==> src/hw/rtl/liv_pkg.sv <==
// shared constants, types and helpers for the luma inversion pipeline
`default_nettype none

package liv_pkg;

    localparam int FRAC_BITS = 16;

    // forward coefficients, round(c * 2^16), all positive magnitudes
    localparam logic [15:0] K_YR = 16'd19595;
    localparam logic [15:0] K_YG = 16'd38470;
    localparam logic [15:0] K_YB = 16'd7471;
    localparam logic [15:0] K_UR = 16'd9642;
    localparam logic [15:0] K_UG = 16'd18931;
    localparam logic [15:0] K_UB = 16'd28574;
    localparam logic [15:0] K_VR = 16'd40305;
    localparam logic [15:0] K_VG = 16'd33750;
    localparam logic [15:0] K_VB = 16'd6554;

    // inverse coefficients, signed so they multiply against signed chroma
    localparam logic signed [18:0] K_RV = 19'sd74700;
    localparam logic signed [18:0] K_GU = 19'sd25864;
    localparam logic signed [18:0] K_GV = 19'sd38050;
    localparam logic signed [18:0] K_BU = 19'sd133176;

    localparam logic signed [27:0] CHROMA_OFF = 28'sd8388608;  // 128 << 16

    typedef logic signed [27:0] t_fix;

    typedef struct packed {
        logic       vld;
        logic [7:0] y;
        logic [7:0] u;
        logic [7:0] v;
    } t_yuv;

    // floor to integer, then saturate to a byte
    function automatic logic [7:0] to_byte(input t_fix fixed);
        logic signed [11:0] whole;
        whole = 12'(fixed >>> FRAC_BITS);
        if (whole < 12'sd0) begin
            to_byte = 8'd0;
        end else if (whole > 12'sd255) begin
            to_byte = 8'd255;
        end else begin
            to_byte = whole[7:0];
        end
    endfunction

endpackage

`default_nettype wire

==> src/hw/rtl/luma_invert_via_yuv.sv <==
// top level: pixel luma inversion through yuv, four stage pipeline
// a word taken in passes through the four register stages before it reaches the outputs
// throughput: one word per cycle, set by the four fully pipelined stages
// busy stays low; the receiver cannot stall and nothing is held back
// reset (synchronous, active low) clears only the valid bits of each stage
`default_nettype none

module luma_invert_via_yuv (
    input  wire logic       i_clk,
    input  wire logic       i_rst_n,
    input  wire logic       start,
    output logic            busy,
    input  wire logic [7:0] i_red_in,
    input  wire logic [7:0] i_green_in,
    input  wire logic [7:0] i_blue_in,
    input  wire logic [7:0] i_alpha_in,
    input  wire logic       i_last_in,
    output logic            o_valid,
    output logic [7:0]      o_red_out,
    output logic [7:0]      o_green_out,
    output logic [7:0]      o_blue_out,
    output logic [7:0]      o_alpha_out,
    output logic            o_last_out
);

    localparam int DEPTH = 4;

    liv_pkg::t_yuv yuv;
    logic [7:0]    r_alpha [DEPTH];
    logic          r_last  [DEPTH];

    assign busy = 1'b0;

    liv_fwd u_fwd (
        .i_clk   (i_clk),
        .i_rst_n (i_rst_n),
        .i_vld   (start),
        .i_red   (i_red_in),
        .i_green (i_green_in),
        .i_blue  (i_blue_in),
        .o_yuv   (yuv)
    );

    liv_inv u_inv (
        .i_clk   (i_clk),
        .i_rst_n (i_rst_n),
        .i_yuv   (yuv),
        .o_vld   (o_valid),
        .o_red   (o_red_out),
        .o_green (o_green_out),
        .o_blue  (o_blue_out)
    );

    // sideband delay line matched to the color path
    always_ff @(posedge i_clk) begin
        r_alpha[0] <= i_alpha_in;
        r_last[0]  <= i_last_in;
        for (int i = 1; i < DEPTH; i++) begin
            r_alpha[i] <= r_alpha[i-1];
            r_last[i]  <= r_last[i-1];
        end
    end

    assign o_alpha_out = r_alpha[DEPTH-1];
    assign o_last_out  = r_last[DEPTH-1];

endmodule

`default_nettype wire

==> src/hw/rtl/liv_fwd.sv <==
// rgb to yuv conversion with luma inversion, two register stages
`default_nettype none

module liv_fwd (
    input  wire logic          i_clk,
    input  wire logic          i_rst_n,
    input  wire logic          i_vld,
    input  wire logic [7:0]    i_red,
    input  wire logic [7:0]    i_green,
    input  wire logic [7:0]    i_blue,
    output liv_pkg::t_yuv      o_yuv
);

    logic        r_vld1;
    logic [23:0] r_yr, r_yg, r_yb;
    logic [23:0] r_ur, r_ug, r_ub;
    logic [23:0] r_vr, r_vg, r_vb;
    logic [23:0] n_yr, n_yg, n_yb;
    logic [23:0] n_ur, n_ug, n_ub;
    logic [23:0] n_vr, n_vg, n_vb;

    liv_pkg::t_fix sum_y, sum_u, sum_v;
    liv_pkg::t_yuv r_yuv, n_yuv;

    // stage 1: constant products
    always_comb begin
        n_yr = liv_pkg::K_YR * i_red;
        n_yg = liv_pkg::K_YG * i_green;
        n_yb = liv_pkg::K_YB * i_blue;
        n_ur = liv_pkg::K_UR * i_red;
        n_ug = liv_pkg::K_UG * i_green;
        n_ub = liv_pkg::K_UB * i_blue;
        n_vr = liv_pkg::K_VR * i_red;
        n_vg = liv_pkg::K_VG * i_green;
        n_vb = liv_pkg::K_VB * i_blue;
    end

    always_ff @(posedge i_clk) begin
        if (!i_rst_n) begin
            r_vld1 <= 1'b0;
        end else begin
            r_vld1 <= i_vld;
        end
        r_yr <= n_yr;
        r_yg <= n_yg;
        r_yb <= n_yb;
        r_ur <= n_ur;
        r_ug <= n_ug;
        r_ub <= n_ub;
        r_vr <= n_vr;
        r_vg <= n_vg;
        r_vb <= n_vb;
    end

    // stage 2: sums, floor and clamp, then invert luma
    always_comb begin
        sum_y = $signed({4'd0, r_yr}) + $signed({4'd0, r_yg}) + $signed({4'd0, r_yb});
        sum_u = liv_pkg::CHROMA_OFF - $signed({4'd0, r_ur}) - $signed({4'd0, r_ug})
              + $signed({4'd0, r_ub});
        sum_v = liv_pkg::CHROMA_OFF + $signed({4'd0, r_vr}) - $signed({4'd0, r_vg})
              - $signed({4'd0, r_vb});
        n_yuv.vld = r_vld1;
        n_yuv.y   = 8'd255 - liv_pkg::to_byte(sum_y);
        n_yuv.u   = liv_pkg::to_byte(sum_u);
        n_yuv.v   = liv_pkg::to_byte(sum_v);
    end

    always_ff @(posedge i_clk) begin
        if (!i_rst_n) begin
            r_yuv.vld <= 1'b0;
        end else begin
            r_yuv.vld <= n_yuv.vld;
        end
        r_yuv.y <= n_yuv.y;
        r_yuv.u <= n_yuv.u;
        r_yuv.v <= n_yuv.v;
    end

    assign o_yuv = r_yuv;

endmodule

`default_nettype wire

==> src/hw/rtl/liv_inv.sv <==
// yuv back to rgb, two register stages
`default_nettype none

module liv_inv (
    input  wire logic          i_clk,
    input  wire logic          i_rst_n,
    input  wire liv_pkg::t_yuv i_yuv,
    output logic               o_vld,
    output logic [7:0]         o_red,
    output logic [7:0]         o_green,
    output logic [7:0]         o_blue
);

    logic signed [8:0] du, dv;
    logic              r_vld3;
    liv_pkg::t_fix     r_yb, r_rv, r_gu, r_gv, r_bu;
    liv_pkg::t_fix     n_yb, n_rv, n_gu, n_gv, n_bu;
    liv_pkg::t_fix     sum_r, sum_g, sum_b;
    logic              r_vld4;
    logic [7:0]        r_red, r_green, r_blue;

    // stage 3: chroma differences times inverse coefficients
    always_comb begin
        du   = $signed({1'b0, i_yuv.u}) - 9'sd128;
        dv   = $signed({1'b0, i_yuv.v}) - 9'sd128;
        n_yb = $signed({4'd0, i_yuv.y, 16'd0});
        n_rv = liv_pkg::K_RV * dv;
        n_gu = liv_pkg::K_GU * du;
        n_gv = liv_pkg::K_GV * dv;
        n_bu = liv_pkg::K_BU * du;
    end

    always_ff @(posedge i_clk) begin
        if (!i_rst_n) begin
            r_vld3 <= 1'b0;
        end else begin
            r_vld3 <= i_yuv.vld;
        end
        r_yb <= n_yb;
        r_rv <= n_rv;
        r_gu <= n_gu;
        r_gv <= n_gv;
        r_bu <= n_bu;
    end

    // stage 4: sums, floor and clamp
    always_comb begin
        sum_r = r_yb + r_rv;
        sum_g = r_yb - r_gu - r_gv;
        sum_b = r_yb + r_bu;
    end

    always_ff @(posedge i_clk) begin
        if (!i_rst_n) begin
            r_vld4 <= 1'b0;
        end else begin
            r_vld4 <= r_vld3;
        end
        r_red   <= liv_pkg::to_byte(sum_r);
        r_green <= liv_pkg::to_byte(sum_g);
        r_blue  <= liv_pkg::to_byte(sum_b);
    end

    assign o_vld   = r_vld4;
    assign o_red   = r_red;
    assign o_green = r_green;
    assign o_blue  = r_blue;

endmodule

`default_nettype wire

==> config.mk <==
export PLATFORM = sky130hd
export DESIGN_NAME = luma_invert_via_yuv
export DESIGN_NICKNAME = d
export VERILOG_FILES = /design/src/hw/rtl/liv_pkg.sv /design/src/hw/rtl/luma_invert_via_yuv.sv /design/src/hw/rtl/liv_fwd.sv /design/src/hw/rtl/liv_inv.sv
export SDC_FILE = /design/constraint.sdc
export NUM_CORES = 2
export LEC_CHECK = 0
export ABC_AREA = 1
export BUFFER_PORTS_ARGS = -buffer_cell sky130_fd_sc_hd__buf_4
export CORE_MARGIN = 4
export CORE_UTILIZATION = 49
export CTS_BUF_LIST = sky130_fd_sc_hd__clkbuf_4
export DETAILED_ROUTE_END_ITERATION = 16
export GPL_ROUTABILITY_DRIVEN = 0
export HOLD_SLACK_MARGIN = 0.02
export SYNTH_ARGS = -nofsm -noshare
export SYNTH_HDL_FRONTEND = slang
export SYNTH_SLANG_ARGS = --single-unit
==> constraint.sdc <==
create_clock -name i_clk -period 10.7 [get_ports i_clk]
set_input_delay 1.605 -clock i_clk [delete_from_list [all_inputs] [get_ports i_clk]]
set_output_delay 1.605 -clock i_clk [all_outputs]
set_load 0.01 [all_outputs]
==> summary by stage <==
Outcome
The flow ran to the end, and the final reports show no timing, DRC or antenna violations.

Floorplan
The count of boundary I/O pins is between 70 and 80. The overall die area is around 85000 um2. The vertical extent of the die is between 200 and 300 um. The width of the die is 292 um. The floorplan has slightly above 100 rows. The region available for standard cell placement spans between 70000 and 80000 um2. For this configuration, the core starts out at a cell density of 0.497.

Global route
Across every metal layer, demand over resource in global routing totals 0.243. After global routing the overflow that remains totals 0. The via count of the first global-routing pass came to ~33000. The global-route wire length before repair is 167000 um. The initial antenna violation count is 7.

Entering global routing, the biggest net connects 16 pins.

Clock tree
The TritonCTS clock tree is built. The count of hold-fix buffers inserted at cts is 0. For the worst-skew pair, the clock arrives at the later sink with an insertion delay of just under 900 ps. The number of sinks handled by clock tree synthesis is 350. The post-CTS setup-driven buffer insertion count is 0. The root buffer cell chosen for the clock tree is sky130_fd_sc_hd__clkbuf_4.

The post-cts gate resize count is 0. The maximum clock path buffer count is 3. After clock tree synthesis, the clock-pin slew on the worst setup and hold paths is about 60 ps. The H-tree depth is 3.

TritonCTS created 100 clock buffers.

Min path
The path type of the worst min-delay path is reg -> reg.

Timing
The relative slew slack is 0.550. The final-report hold violation count was 0. Setup violations remaining at the end of the flow were counted as 0. The smallest hold slack is between 200 and 300 ps. Setup repair after global routing left no endpoint under its margin. The number of pins with negative max-slew slack in the final report was 0. For the pin with the worst max-slew slack, the measured transition is 673 ps.

In the final timing run, aggregate negative setup slack is 0 ps. Derived from the worst setup path, the maximum achievable clock frequency is about 200 MHz. Subtracting the final worst setup slack from the clock period gives ~5000 ps. Dividing the final minimum period by the clock period gives 0.477. On the final layout, the worst clock skew is 59.0 ps.

Drt
The detail route stage leaves a number of antenna-violating nets equal to 0. The number of iterations in the first detailed-routing pass is 6. The number of design-rule violations left by the first detailed-router iteration is approximately 1700.

The final route contains about 32000 vias. Dividing the detail-routed wire length by the instance count gives 16.4 um. The final wirelength is a little over 100000 um. The number of design rule violations left after detail routing is 0. After detailed routing, the number of vias per cell comes to between 5 and 6.

Placement
The detailed placer's ending HPWL is 88700 um. Buffers placed on the I/O ports in this run total slightly below 70.

Yosys
The biggest area contributor in the post-synthesis netlist is sky130_fd_sc_hd__ha_1. Synthesis inferred 350 register bits. Ranked by total cell area, the synthesized netlist is headed by sky130_fd_sc_hd__ha_1, sky130_fd_sc_hd__dfxtp_1, sky130_fd_sc_hd__fa_1, sky130_fd_sc_hd__inv_1, sky130_fd_sc_hd__nand2_1. The top cell type's share of synthesized area is 0.256. The dominant register cell in the synthesized netlist is sky130_fd_sc_hd__dfxtp_1. The post-synth net total is ~6000.

The number of enable flip-flop cells after synthesis is 0. The async set or reset register ratio after synthesis is 0. Yosys mapped the design onto 53 distinct sky130hd cell types.

Of the synthesized area, sequential elements account for 0.177. The mapped netlist covers approximately 39000 um2. Synthesis produced a netlist whose cell count is 4909. The number of warnings printed during yosys synthesis is 0. The mean area per synthesized cell is 8.04 um2.

Setup path
In this run the worst path has a maximum fanout of 14. At the worst endpoint, the required time is 11480 ps. The critical path startpoint category is a register.

Data arrives at the worst endpoint at between 5000 and 6000 ps. The worst setup path is captured at a register. The category of the critical setup timing path is reg -> reg.

Layout
Of the cells placed in the final design, the portion with a size suffix greater than 1 is 0.0490. The final layout contains 6238 nets. The post-synthesis to final-layout area growth is 7.78%.

Job
Max-cap violations in this run came to 0.
-- cells in the mapped netlist, drive strengths merged, types with 3 or more instances --
library cell / number
nand4: 62
xnor2: 71
nor4: 10
o31ai: 9
o21ai: 172
o211ai: 14
inv: 980
nor2: 305
o21bai: 26
dfxtp: 350
nand3b: 10
a21o: 40
a211oi: 5
or2: 7
nor3: 43
a31o: 3
and2: 8
xor2: 165
nand2: 894
o2111ai: 6
nand3: 205
a21oi: 334
clkbuf: 3
fa: 320
o21a: 7
ha: 807
a21boi: 13
a31oi: 24
a221oi: 6
-- per-layer routing --
layer / vias to the layer above / track usage / part of all wire
met1: 14716 / 0.303 / 0.44
met2: 654 / 0.434 / 0.49
li1: 16240 / - / -
met3: 158 / 0.0332 / 0.040
met4: 0 / 0.0761 / 0.032
met5: - / 0 / 0
-- kinds of logic after synthesis --
group / after synthesis / synth area share
adder cells (fa/ha/maj): 1127 / 0.418
AO/OA/AOI/OAI: 665 / 0.0949
other: 1 / 0.0000950
XOR/XNOR: 236 / 0.0530
AND/OR/NAND/NOR: 1545 / 0.163
buffers and inverters: 985 / 0.0938
flip-flops: 350 / 0.177
-- layout make-up --
| class | count | area (um2) |
|---|---|---|
| Sequential cell | 350 | 7010 |
| Antenna cell | 6 | 15.0 |
| Inverter | 980 | 3680 |
| Clock inverter | 36 | 219 |
| Clock buffer | 137 | 1030 |
| Tap cell | 1050 | 1310 |
| Fill cell | 7740 | 36800 |
| Multi-Input combinational cell | 3574 | 28800 |
| Timing Repair Buffer | 69 | 518 |
-- sequential cells by signal, summed over array words and instances, names as in the netlist, 19 cells and up --
signal,cells
u_fwd.r_vg,20
u_fwd.r_vb,19
r_alpha,32
u_fwd.r_yr,22
u_fwd.o_yuv,25
u_fwd.r_ug,19
u_fwd.r_yb,21
u_fwd.r_ur,19
u_inv.r_gv,24
u_inv.r_gu,22
u_fwd.r_yg,23
u_fwd.r_vr,24
-- cell usage in the layout (no fill, tap or decap), types with 41 or more instances in the layout --
cell                       netlist  final
sky130_fd_sc_hd__nand4_1        61     61
sky130_fd_sc_hd__nor3_1         41     41
sky130_fd_sc_hd__xnor2_1        71     71
sky130_fd_sc_hd__a21oi_1       333    333
sky130_fd_sc_hd__inv_1         979    979
sky130_fd_sc_hd__nand2_1       892    892
sky130_fd_sc_hd__clkbuf_4        0    137
sky130_fd_sc_hd__buf_4           1     69
sky130_fd_sc_hd__nand3_1       203    203
sky130_fd_sc_hd__ha_1          807    807
sky130_fd_sc_hd__dfxtp_1       350    350
sky130_fd_sc_hd__xor2_1        163    163
sky130_fd_sc_hd__o21ai_0       164    164
sky130_fd_sc_hd__fa_1          320    320
sky130_fd_sc_hd__nor2_1        300    300
-- per-stage QoR --
step                cell area [um2]   util  std cells  setup WS [ps]
floorplan                     39500      -       4909           5420
global placement              41300  0.520       6023           4980
detailed placement            41300  0.520       6023           4910
CTS                           42500  0.536       6196           5620
global route                  42500  0.536       6200           5280
finish                        42500  0.536       6202           5590
-- worst max-delay path, stage by stage (launching register included) --
cell	delay [ps]
sky130_fd_sc_hd__dfxtp_1	750
sky130_fd_sc_hd__inv_1	520
sky130_fd_sc_hd__ha_1	460
sky130_fd_sc_hd__inv_1	160
sky130_fd_sc_hd__ha_1	210
sky130_fd_sc_hd__inv_1	70
sky130_fd_sc_hd__fa_1	510
sky130_fd_sc_hd__inv_1	40
sky130_fd_sc_hd__ha_1	260
sky130_fd_sc_hd__inv_1	50
sky130_fd_sc_hd__fa_1	490
sky130_fd_sc_hd__inv_1	40
sky130_fd_sc_hd__ha_1	290
sky130_fd_sc_hd__nand2_1	90
sky130_fd_sc_hd__nor3_1	390
sky130_fd_sc_hd__a21oi_1	180
sky130_fd_sc_hd__o21ai_1	310
sky130_fd_sc_hd__nand2_1	80
sky130_fd_sc_hd__nand2_1	70
sky130_fd_sc_hd__nand2_1	40
-- path summary, 6_finish.rpt --
kind                        start              to  slack (ps)  cells after the start
hold / removal      r_alpha[0][2]   r_alpha[1][2]         300                      0
setup reg to reg  u_fwd.o_yuv[15]  u_inv.r_bu[24]        5590                     19
hold reg to reg     r_alpha[0][2]   r_alpha[1][2]         300                      0
setup / recovery  u_fwd.o_yuv[15]  u_inv.r_bu[24]        5590                     19
Power is not shown: default switching activity piles up to over one toggle a cycle in this logic, so the estimate is an artifact.
